File: src/design/sas_pkg.sv
package sas_pkg;

    // input beat command codes
    localparam logic [1:0] CMD_TICK  = 2'd0;
    localparam logic [1:0] CMD_PLAY  = 2'd1;
    localparam logic [1:0] CMD_WRITE = 2'd2;

    // configuration register indexes
    localparam logic [1:0] REG_FIRST = 2'd0;
    localparam logic [1:0] REG_LAST  = 2'd1;
    localparam logic [1:0] REG_DIR   = 2'd2;
    localparam logic [1:0] REG_LOOP  = 2'd3;

    // play direction codes
    localparam logic [1:0] DIR_FWD = 2'd0;
    localparam logic [1:0] DIR_REV = 2'd1;
    localparam logic [1:0] DIR_PP  = 2'd2;

    localparam int FRAME_W  = 8;
    localparam int STEP_W   = 9;   // up to 510 ping-pong steps
    localparam int CNT_W    = 10;  // holds the step count itself
    localparam int TIME_W   = 32;
    localparam int DUR_W    = 16;
    localparam int PERIOD_W = 25;  // 510 steps of 65535 ms
    localparam int DIVC_W   = 5;   // 32 divider iterations

    typedef struct packed {
        logic capture;     // latch input beat, clear change flag
        logic do_play;     // restart tag at step 0
        logic do_write;    // store one duration entry
        logic chk;         // compare elapsed time, advance one step
        logic per_clr;     // start a period sum
        logic per_issue;   // read duration of the next period step
        logic per_done;    // period sum complete
        logic div_start;   // load remainder divider
        logic div_step;    // one restoring divide iteration
        logic skip_apply;  // drop whole loop periods
        logic out_load;    // load result register
    } sas_cmd_t;

    typedef struct packed {
        logic [1:0] cmd;
        logic       active;     // playing and not finished
        logic       loop_en;
        logic       chk_stop;   // elapsed time below current duration
        logic       chk_fin;    // advance would finish playback
        logic       per_valid;  // cached period sum is current
        logic       per_more;   // period steps left to read
        logic       skip_need;  // elapsed time covers a full period
        logic       div_last;   // final divider iteration
        logic       out_free;   // result register can take a beat
    } sas_stat_t;

endpackage

File: src/design/sas_ctrl.sv
module sas_ctrl (
    input  logic                clk,
    input  logic                rst_n,
    input  logic                in_valid,
    output logic                in_ready,
    input  sas_pkg::sas_stat_t  sts,
    output sas_pkg::sas_cmd_t   ctl
);

    localparam logic [3:0] S_IDLE    = 4'd0;
    localparam logic [3:0] S_DISP    = 4'd1;
    localparam logic [3:0] S_CHK     = 4'd2;
    localparam logic [3:0] S_RD      = 4'd3;
    localparam logic [3:0] S_PER_CLR = 4'd4;
    localparam logic [3:0] S_PER_RUN = 4'd5;
    localparam logic [3:0] S_SKIP    = 4'd6;
    localparam logic [3:0] S_DIV     = 4'd7;
    localparam logic [3:0] S_APPLY   = 4'd8;
    localparam logic [3:0] S_OUT     = 4'd9;

    logic [3:0] state_reg;
    logic [3:0] state_next;
    logic       skip_done_reg;
    logic       skip_done_next;

    always_comb
    begin
        ctl            = '0;
        state_next     = state_reg;
        skip_done_next = skip_done_reg;
        in_ready       = 1'b0;
        case (state_reg)
            S_IDLE:
            begin
                in_ready = 1'b1;
                if (in_valid)
                begin
                    ctl.capture    = 1'b1;
                    skip_done_next = 1'b0;
                    state_next     = S_DISP;
                end
            end
            S_DISP:
            begin
                case (sts.cmd)
                    sas_pkg::CMD_TICK:
                    begin
                        state_next = sts.active ? S_CHK : S_OUT;
                    end
                    sas_pkg::CMD_PLAY:
                    begin
                        ctl.do_play = 1'b1;
                        state_next  = S_OUT;
                    end
                    sas_pkg::CMD_WRITE:
                    begin
                        ctl.do_write = 1'b1;
                        state_next   = S_OUT;
                    end
                    default:
                    begin
                        state_next = S_OUT;
                    end
                endcase
            end
            S_CHK:
            begin
                ctl.chk = 1'b1;
                if (sts.chk_stop || sts.chk_fin)
                begin
                    state_next = S_OUT;
                end
                else if (sts.loop_en && !skip_done_reg)
                begin
                    skip_done_next = 1'b1;
                    state_next     = sts.per_valid ? S_SKIP : S_PER_CLR;
                end
                else
                begin
                    state_next = S_RD;
                end
            end
            S_RD:
            begin
                state_next = S_CHK;
            end
            S_PER_CLR:
            begin
                ctl.per_clr = 1'b1;
                state_next  = S_PER_RUN;
            end
            S_PER_RUN:
            begin
                if (sts.per_more)
                begin
                    ctl.per_issue = 1'b1;
                end
                else
                begin
                    ctl.per_done = 1'b1;
                    state_next   = S_SKIP;
                end
            end
            S_SKIP:
            begin
                if (sts.skip_need)
                begin
                    ctl.div_start = 1'b1;
                    state_next    = S_DIV;
                end
                else
                begin
                    state_next = S_CHK;
                end
            end
            S_DIV:
            begin
                ctl.div_step = 1'b1;
                if (sts.div_last)
                begin
                    state_next = S_APPLY;
                end
            end
            S_APPLY:
            begin
                ctl.skip_apply = 1'b1;
                state_next     = S_CHK;
            end
            S_OUT:
            begin
                if (sts.out_free)
                begin
                    ctl.out_load = 1'b1;
                    state_next   = S_IDLE;
                end
            end
            default:
            begin
                state_next = S_IDLE;
            end
        endcase
    end

    always_ff @(posedge clk or negedge rst_n)
    begin
        if (!rst_n)
        begin
            state_reg     <= S_IDLE;
            skip_done_reg <= 1'b0;
        end
        else
        begin
            state_reg     <= state_next;
            skip_done_reg <= skip_done_next;
        end
    end

endmodule

File: config.mk
export PLATFORM = sky130hd
export DESIGN_NAME = sas_ctrl
export DESIGN_NICKNAME = d
export VERILOG_FILES = /design/src/design/sas_pkg.sv /design/src/design/sas_ctrl.sv
export SDC_FILE = /design/constraint.sdc
export NUM_CORES = 1
export LEC_CHECK = 0
export BUFFER_PORTS_ARGS = -buffer_cell sky130_fd_sc_hd__buf_2
export CAP_MARGIN = 20
export CORE_AREA = 2 2 39 41
export CTS_BUF_LIST = sky130_fd_sc_hd__clkbuf_8
export DETAILED_ROUTE_END_ITERATION = 10
export DIE_AREA = 0 0 41 43
export PLACE_DENSITY = 0.74
export SYNTH_ARGS = -nofsm -noshare
export SYNTH_HDL_FRONTEND = slang
export SYNTH_SLANG_ARGS = --single-unit
export TNS_END_PERCENT = 50
File: constraint.sdc
create_clock -name clk -period 1.6 [get_ports clk]
set_input_delay 0.08 -clock clk [delete_from_list [all_inputs] [get_ports clk]]
set_output_delay 0.08 -clock clk [all_outputs]
set_load 0.05 [all_outputs]
==> results of run 1 <==
-- placed cells by master (no fill, tap or decap), types with 2 or more instances in the layout --
cell,n
nor3b_2,2
buf_6,4
a31oi_1,2
nor3_1,4
o21ai_0,2
clkbuf_8,3
nand2b_1,4
buf_4,6
nor2_1,6
inv_1,3
or3b_1,3
nand2_1,3
dfrtp_2,4
buf_2,20
inv_2,2
and3_1,4
-- synth_stat cells, types with 2 or more instances --
| cell | n |
|---|---|
| nand2b_1 | 4 |
| and2_1 | 2 |
| buf_6 | 2 |
| nor3b_1 | 2 |
| and3_1 | 4 |
| nor3_1 | 4 |
| o21ai_0 | 2 |
| nor2_1 | 6 |
| nand2_1 | 3 |
| or3b_1 | 3 |
| a31oi_1 | 2 |
| dfrtp_1 | 5 |
| inv_1 | 3 |
| nor4_1 | 2 |
| nor2b_1 | 2 |
-- timing repair --
| item | 4_1_cts | 5_1_grt |
|---|---|---|
| pin swaps | 0 | 1 |
| hold buffers | 1 | 0 |
| resized for setup | 9 | 7 |
| setup endpoints to repair | 7 | 9 |
| hold endpoints to repair | 5 | 0 |
-- per-stage QoR --
| stage | TNS [ns] | hold slack (ns) |
|---|---|---|
| floorplan | -0.6073 | -0.2156 |
| global route | -0.03587 | 0.1816 |
| global placement | 0 | -0.1003 |
| CTS | 0 | 0.1620 |
| finish | 0 | 0.1610 |
| detailed placement | 0 | -0.09905 |
-- metal layers --
layer,vias up,part of all wire (%)
met5,-,0
met4,0,2.3
met3,4,5.6
met2,29,54
met1,314,38
li1,328,-
-- tightest hold or removal path: stages --
cell	delay (ns)
buf_2	0.08
nand2b_1	0.11
o31ai_2	0.06
-- worst paths after layout --
kind                                from             to  slack [ns]  depth (start not counted)
max                         state_reg[0]        ctl[10]        0.03                          4
min                               sts[1]   state_reg[1]        0.16                          3
max reg2reg                 state_reg[0]   state_reg[1]        0.08                          5
min reg2reg                skip_done_reg  skip_done_reg        0.57                          2
max in group asynchronous          rst_n   state_reg[3]        1.23                          2
min in group asynchronous          rst_n  skip_done_reg        0.22                          2
-- kinds of logic (layout without fill, tap and decap cells) --
group                  count (synthesis)  count (layout)  share of synthesized area, %
AO/OA/AOI/OAI                         16              16                         21.88
flip-flops                             5               5                         21.88
buffers and inverters                 10              39                         10.72
AND/OR/NAND/NOR                       40              40                         45.51
-- cell type report --
cell class                 instances  area (um^2)
clock inverter                     1        3.754
sequential                         5        130.1
tap                               16        20.02
clock buffer                       3        41.29
inverter                           4        15.01
fill                             129        550.5
timing repair buffer              31        200.2
multi-input combinational         56        422.9
-- power groups by stage --
stage | logic [mW] | clock network [mW] | registers, mW
floorplan | 0.901 | 0 | 0.221
global placement | 0.983 | 0 | 0.292
detailed placement | 0.999 | 0 | 0.303
CTS | 1.03 | 0.236 | 0.308
global route | 1.14 | 0.244 | 0.330
finish | 1.06 | 0.226 | 0.315
==> results.yml, run 1 <==
finish:
  final_util_pct: 60.22
  drive_above_1_share_pct: 50.00
  final_cells: 116
  largest_register_ffs: 4
  nets: 115
  diodes: 0
  final_area_um2: 833.3
  syn_to_final_growth_pct: 45.73
sta:
  fin_crit_sh_pct: 97.91
  hold_viol_final: 0
  layout_setup_ws_ns: 0.03352
  finalSetupViolations: 0
  rsz0062_at_grt: "true"
  worst_pin_slew_ns: 0.4390
  finalClockSkew_ns: 0.0007132
  slew_headroom_pct: 70.46
  finalCriticalPeriod_ns: 1.566
  final_max_slew_viol_count: 0
  max_freq_ghz: 0.6384
critical_path:
  path_cells: "buf_4 > nor4_4 > and2_4 > buf_6"
  crit_fanout: 11
  cp.required_ns: 1.52
  critPathArrivalTime_ns: 1.49
  slowest_delay_ns: 0.44
  critPathTopFamily: "simple AND/OR/NAND/NOR gates"
  critPathLaunchType: "register"
  crit_path_end_kind: "primary output"
  path_class: "reg -> out"
  slowest_stage: "dfrtp_2"
  crit_buf_inv: 2
routing:
  routedWlPerCell_um: 14.13
  wl_um: 1639
  dr.pass1.iters: 4
  num_vias: 675
  drt-vias-per-instance: 5.819
  postRouteAntennaNets: 0
  drtIter0Drc: 18
  drc: 0
clock_tree:
  cts_tree: "yes"
  clock_latency_ns: 0.22
  cts.path.max_buffers: 2
  numCtsBuffers: 3
  htreeDepth: 1
  cts_setup_buffers: 0
  ctsRootBufferMaster: "clkbuf_8"
  cts.sinks: 5
  clk_pin_slew_ns: 0.03
synthesis:
  ys_seq_area_share_pct: 21.88
  netlist_top_cells_area: "dfrtp_1 (22%), or3b_1 (4.6%), and3_1 (4.4%)"
  synth-async-reset-ratio_pct: 100.0
  yosys.area.top_type: "dfrtp_1"
  synth_top_cell_area_share_pct: 21.88
  synthCells: 71
  syn_avg_cell_area_um2: 8.053
  syn-cell-area_um2: 571.8
  ys_ff_latch: 5
  ys_types: 40
  synth_flop_cell: "dfrtp_1"
  synth_warnings: 0
  synth_edf_count: 0
  synth_nets: 85
run_status:
  status: "complete, no violations"
grt:
  gr-usage-met1_pct: 25.08
  busiest_layer: "met2"
  use_met3_pct: 2.094
  grt_overflow_total: 0
  grt_start_max_net_pins: 14
  grt_use_met2_pct: 36.25
  grt_pass1_wl_um: 2580
  antenna_found_initial: 0
  grt_pass1_vias: 621
  grt_usage_pct: 22.18
die:
  die_y_um: 43
  core_um2: 1384
  pin_count: 26
  rows: 14
  dieWidth_um: 41
  die_area_um2: 1763
  start_util_pct: 41.32
placed_design:
  post-dp-hpwl_um: 1341
  dp_cells: 111
  pre_cts_ws_ns: 0.07167
  gp_congestion: 0.8613
  placed_cell_area_um2: 735.7
  port_buffers: 25
power:
  swShare_pct: 51.50
  clock_power_share_pct: 14.1
  p_per_area_nw_per_um2: 1921
  seqPwrFrac_pct: 19.7
  p_leak_nw: 0.4129
  p_comb_share_pct: 66.2
  ir_drop_mv: 1.369
  p_int_uw: 776.4
  p_sw_uw: 824.4
  power_mw: 1.601
worst_hold_path:
  worst_hold_path_type: "in -> reg"
job:
  maxCapViolations: 0
Note: power is estimated with default switching activity, not from simulation.
==> inputs of run 2 (changes only) <==
Settings changed: ABC_AREA set to 1, PLACE_DENSITY 0.74 to 0.69.
==> results.yml, run 2 <==
sta:
  worst_pin_slew_ns: 0.2393
  finalSetupViolations: 0
  final_max_slew_viol_count: 0
  fin_crit_sh_pct: 94.85
  finalCriticalPeriod_ns: 1.518
  rsz0062_at_grt: "true"
  hold_viol_final: 0
  slew_headroom_pct: 83.98
  max_freq_ghz: 0.6589
  finalClockSkew_ns: 0.003740
critical_path:
  crit_path_end_kind: "primary output"
  critPathArrivalTime_ns: 1.44
  r2r_start: "state_reg[2]"
  regToRegSetupSlack_ns: 0.36
  critPathLaunchType: "register"
  r2r-end: "state_reg[2]"
  path_class: "reg -> out"
  rr_worst_depth: 7
  crit_fanout: 4
  cp.required_ns: 1.52
die:
  dieWidth_um: 41
  die_y_um: 43
  core_um2: 1384
  die_area_um2: 1763
  pin_count: 26
  start_util_pct: 36.71
  rows: 14
worst_hold_path:
  worst_hold_path_type: "in -> reg"
  min_to: "state_reg[1]"
  min_path_cells: 3
  worstHoldStart: "sts[1]"
synthesis:
  yosysMostFrequentCell: "nand2_1"
  synth_warnings: 0
  ys_ff_latch: 5
  netlist_top_cells_area: "dfrtp_1 (25%), nand2_1 (24%), inv_1 (11%)"
  synthCells: 91
  syn_avg_cell_area_um2: 5.582
  ys_types: 16
  synth_top_cell_area_share_pct: 24.63
  synth_edf_count: 0
  yosys.area.top_type: "dfrtp_1"
  ys_seq_area_share_pct: 24.63
  synth_nets: 105
  synth-async-reset-ratio_pct: 100.0
  synth_flop_cell: "dfrtp_1"
  yosys-top-cells-count: "nand2_1 (32), inv_1 (15), nor2_1 (11)"
  syn-cell-area_um2: 508.0
routing:
  topRoutingLayerUsed: "met3"
  routedWlPerCell_um: 9.353
  drt-vias-per-instance: 4.632
  postRouteAntennaNets: 0
  wl_met2_um: 641
  drc: 0
  met1_length_um: 561
  drtIter0Drc: 6
  num_vias: 630
  dr.pass1.iters: 3
  met3_length_um: 69
  wl_um: 1272
finish:
  fillers: 148
  diodes: 0
  mostFrequentLayoutCells: "nand2_1 (32), buf_2 (23), inv_1 (15)"
  final_util_pct: 51.63
  drive_above_1_share_pct: 32.50
  largest_register_ffs: 4
  final_common_cell: "nand2_1"
  nets: 135
  final_cells: 136
  syn_to_final_growth_pct: 40.64
clock_tree:
  cts.sinks: 5
  clk_pin_slew_ns: 0.04
  htreeDepth: 1
  ctsRootBufferMaster: "clkbuf_8"
  cts.path.max_buffers: 2
  numCtsBuffers: 3
  cts_tree: "yes"
  clock_latency_ns: 0.22
  cts_setup_buffers: 0
grt:
  grt_overflow_total: 0
  grt_usage_pct: 17.29
  antenna_found_initial: 0
  grt_pass1_wl_um: 2056
  grt_pass1_vias: 522
  grt_start_max_net_pins: 8
placed_design:
  dp_cells: 131
  port_buffers: 25
  gp_congestion: 0.7439
  post-dp-hpwl_um: 1122
run_status:
  status: "complete, no violations"
power:
  ir_drop_mv: 0.8912
  p_per_area_nw_per_um2: 1656
  p_leak_nw: 0.4780
job:
  maxCapViolations: 0
==> run 2: cell types whose count changed after synthesis, sizes merged, moves of 2 or more <==
cell    before  now
nand2        3   33
nor3b        2    0
a31oi        2    0
nor2         6   16
or3b         3    0
and3         4    0
nand3        1    9
nor4         3    1
nand3b       0    2
inv          4   17
nand2b       4    0
buf          5    1
and2         2    0
nor2b        2    0
==> run 2: cell type report <==
type | instances | area (um^2) | share of cell area [%]
clock buffer | 3 | 41.29 | 5.779
clock inverter | 1 | 3.754 | 0.5254
inverter | 17 | 63.81 | 8.932
multi-input combinational | 68 | 320.3 | 44.83
sequential | 5 | 125.1 | 17.51
tap | 16 | 20.02 | 2.802
timing repair buffer | 26 | 140.1 | 19.61
==> run 2: report_power, final <==
group          total (mW)  internal (mW)  switching, mW  leakage [nW]
clock network       0.230          0.165         0.0654        0.0269
registers           0.232          0.174         0.0579        0.0649
logic               0.720          0.198          0.522         0.386
==> run 2: worst max path at each step <==
stage	start	end	slack [ns]	cells after the start
finish	state_reg[3]	ctl[10]	0.08	6
global placement	state_reg[1]	ctl[8]	0.29	6
detailed placement	state_reg[1]	ctl[8]	0.26	6
floorplan	state_reg[3]	ctl[8]	-0.34	5
global route	state_reg[1]	ctl[9]	-0.01	6
CTS	state_reg[1]	ctl[8]	0.02	6
==> run 2: logic make-up after synthesis <==
group	Yosys count	share of synthesized area (%)
flops	5	24.63
simple gates	65	58.38
buf+inv	18	14.04
compound gates	3	2.955
==> run 2: what timing repair did <==
item	in CTS	in global routing
hold endpoints to repair	5	0
hold buffers	1	0
setup endpoints to repair	0	2
gates resized for setup	0	6
==> run 2: per-layer routing <==
metal / GRT usage, % / up-vias
met5: 0 / -
met4: 6.000 / 0
met3: 4.712 / 0
met2: 27.19 / 16
met1: 21.71 / 277
li1: - / 337
==> run 2: critical path: stages, from the launching register on <==
cell and delay, ns:
dfrtp_1 0.43, inv_2 0.12, nand2_2 0.09, nor2_2 0.14, nand2_1 0.10, inv_1 0.08, buf_2 0.26
==> run 2: per-stage QoR <==
| step | worst slack, ns | setup TNS [ns] | instance area, um^2 | power, mW | hold slack [ns] |
|---|---|---|---|---|---|
| final | 0.08240 | 0 | 714.4 | 1.183 | 0.1733 |
| after global routing | -0.01297 | -0.01297 | 714.4 | 1.285 | 0.1810 |
| after CTS | 0.01512 | 0 | 706.9 | 1.175 | 0.1818 |
| after detailed placement | 0.2561 | 0 | 651.9 | 0.9411 | -0.1002 |
| after global placement | 0.2856 | 0 | 651.9 | 0.9403 | -0.09925 |
| after floorplan | -0.3365 | -0.9872 | 514.2 | 0.7925 | -0.2156 |
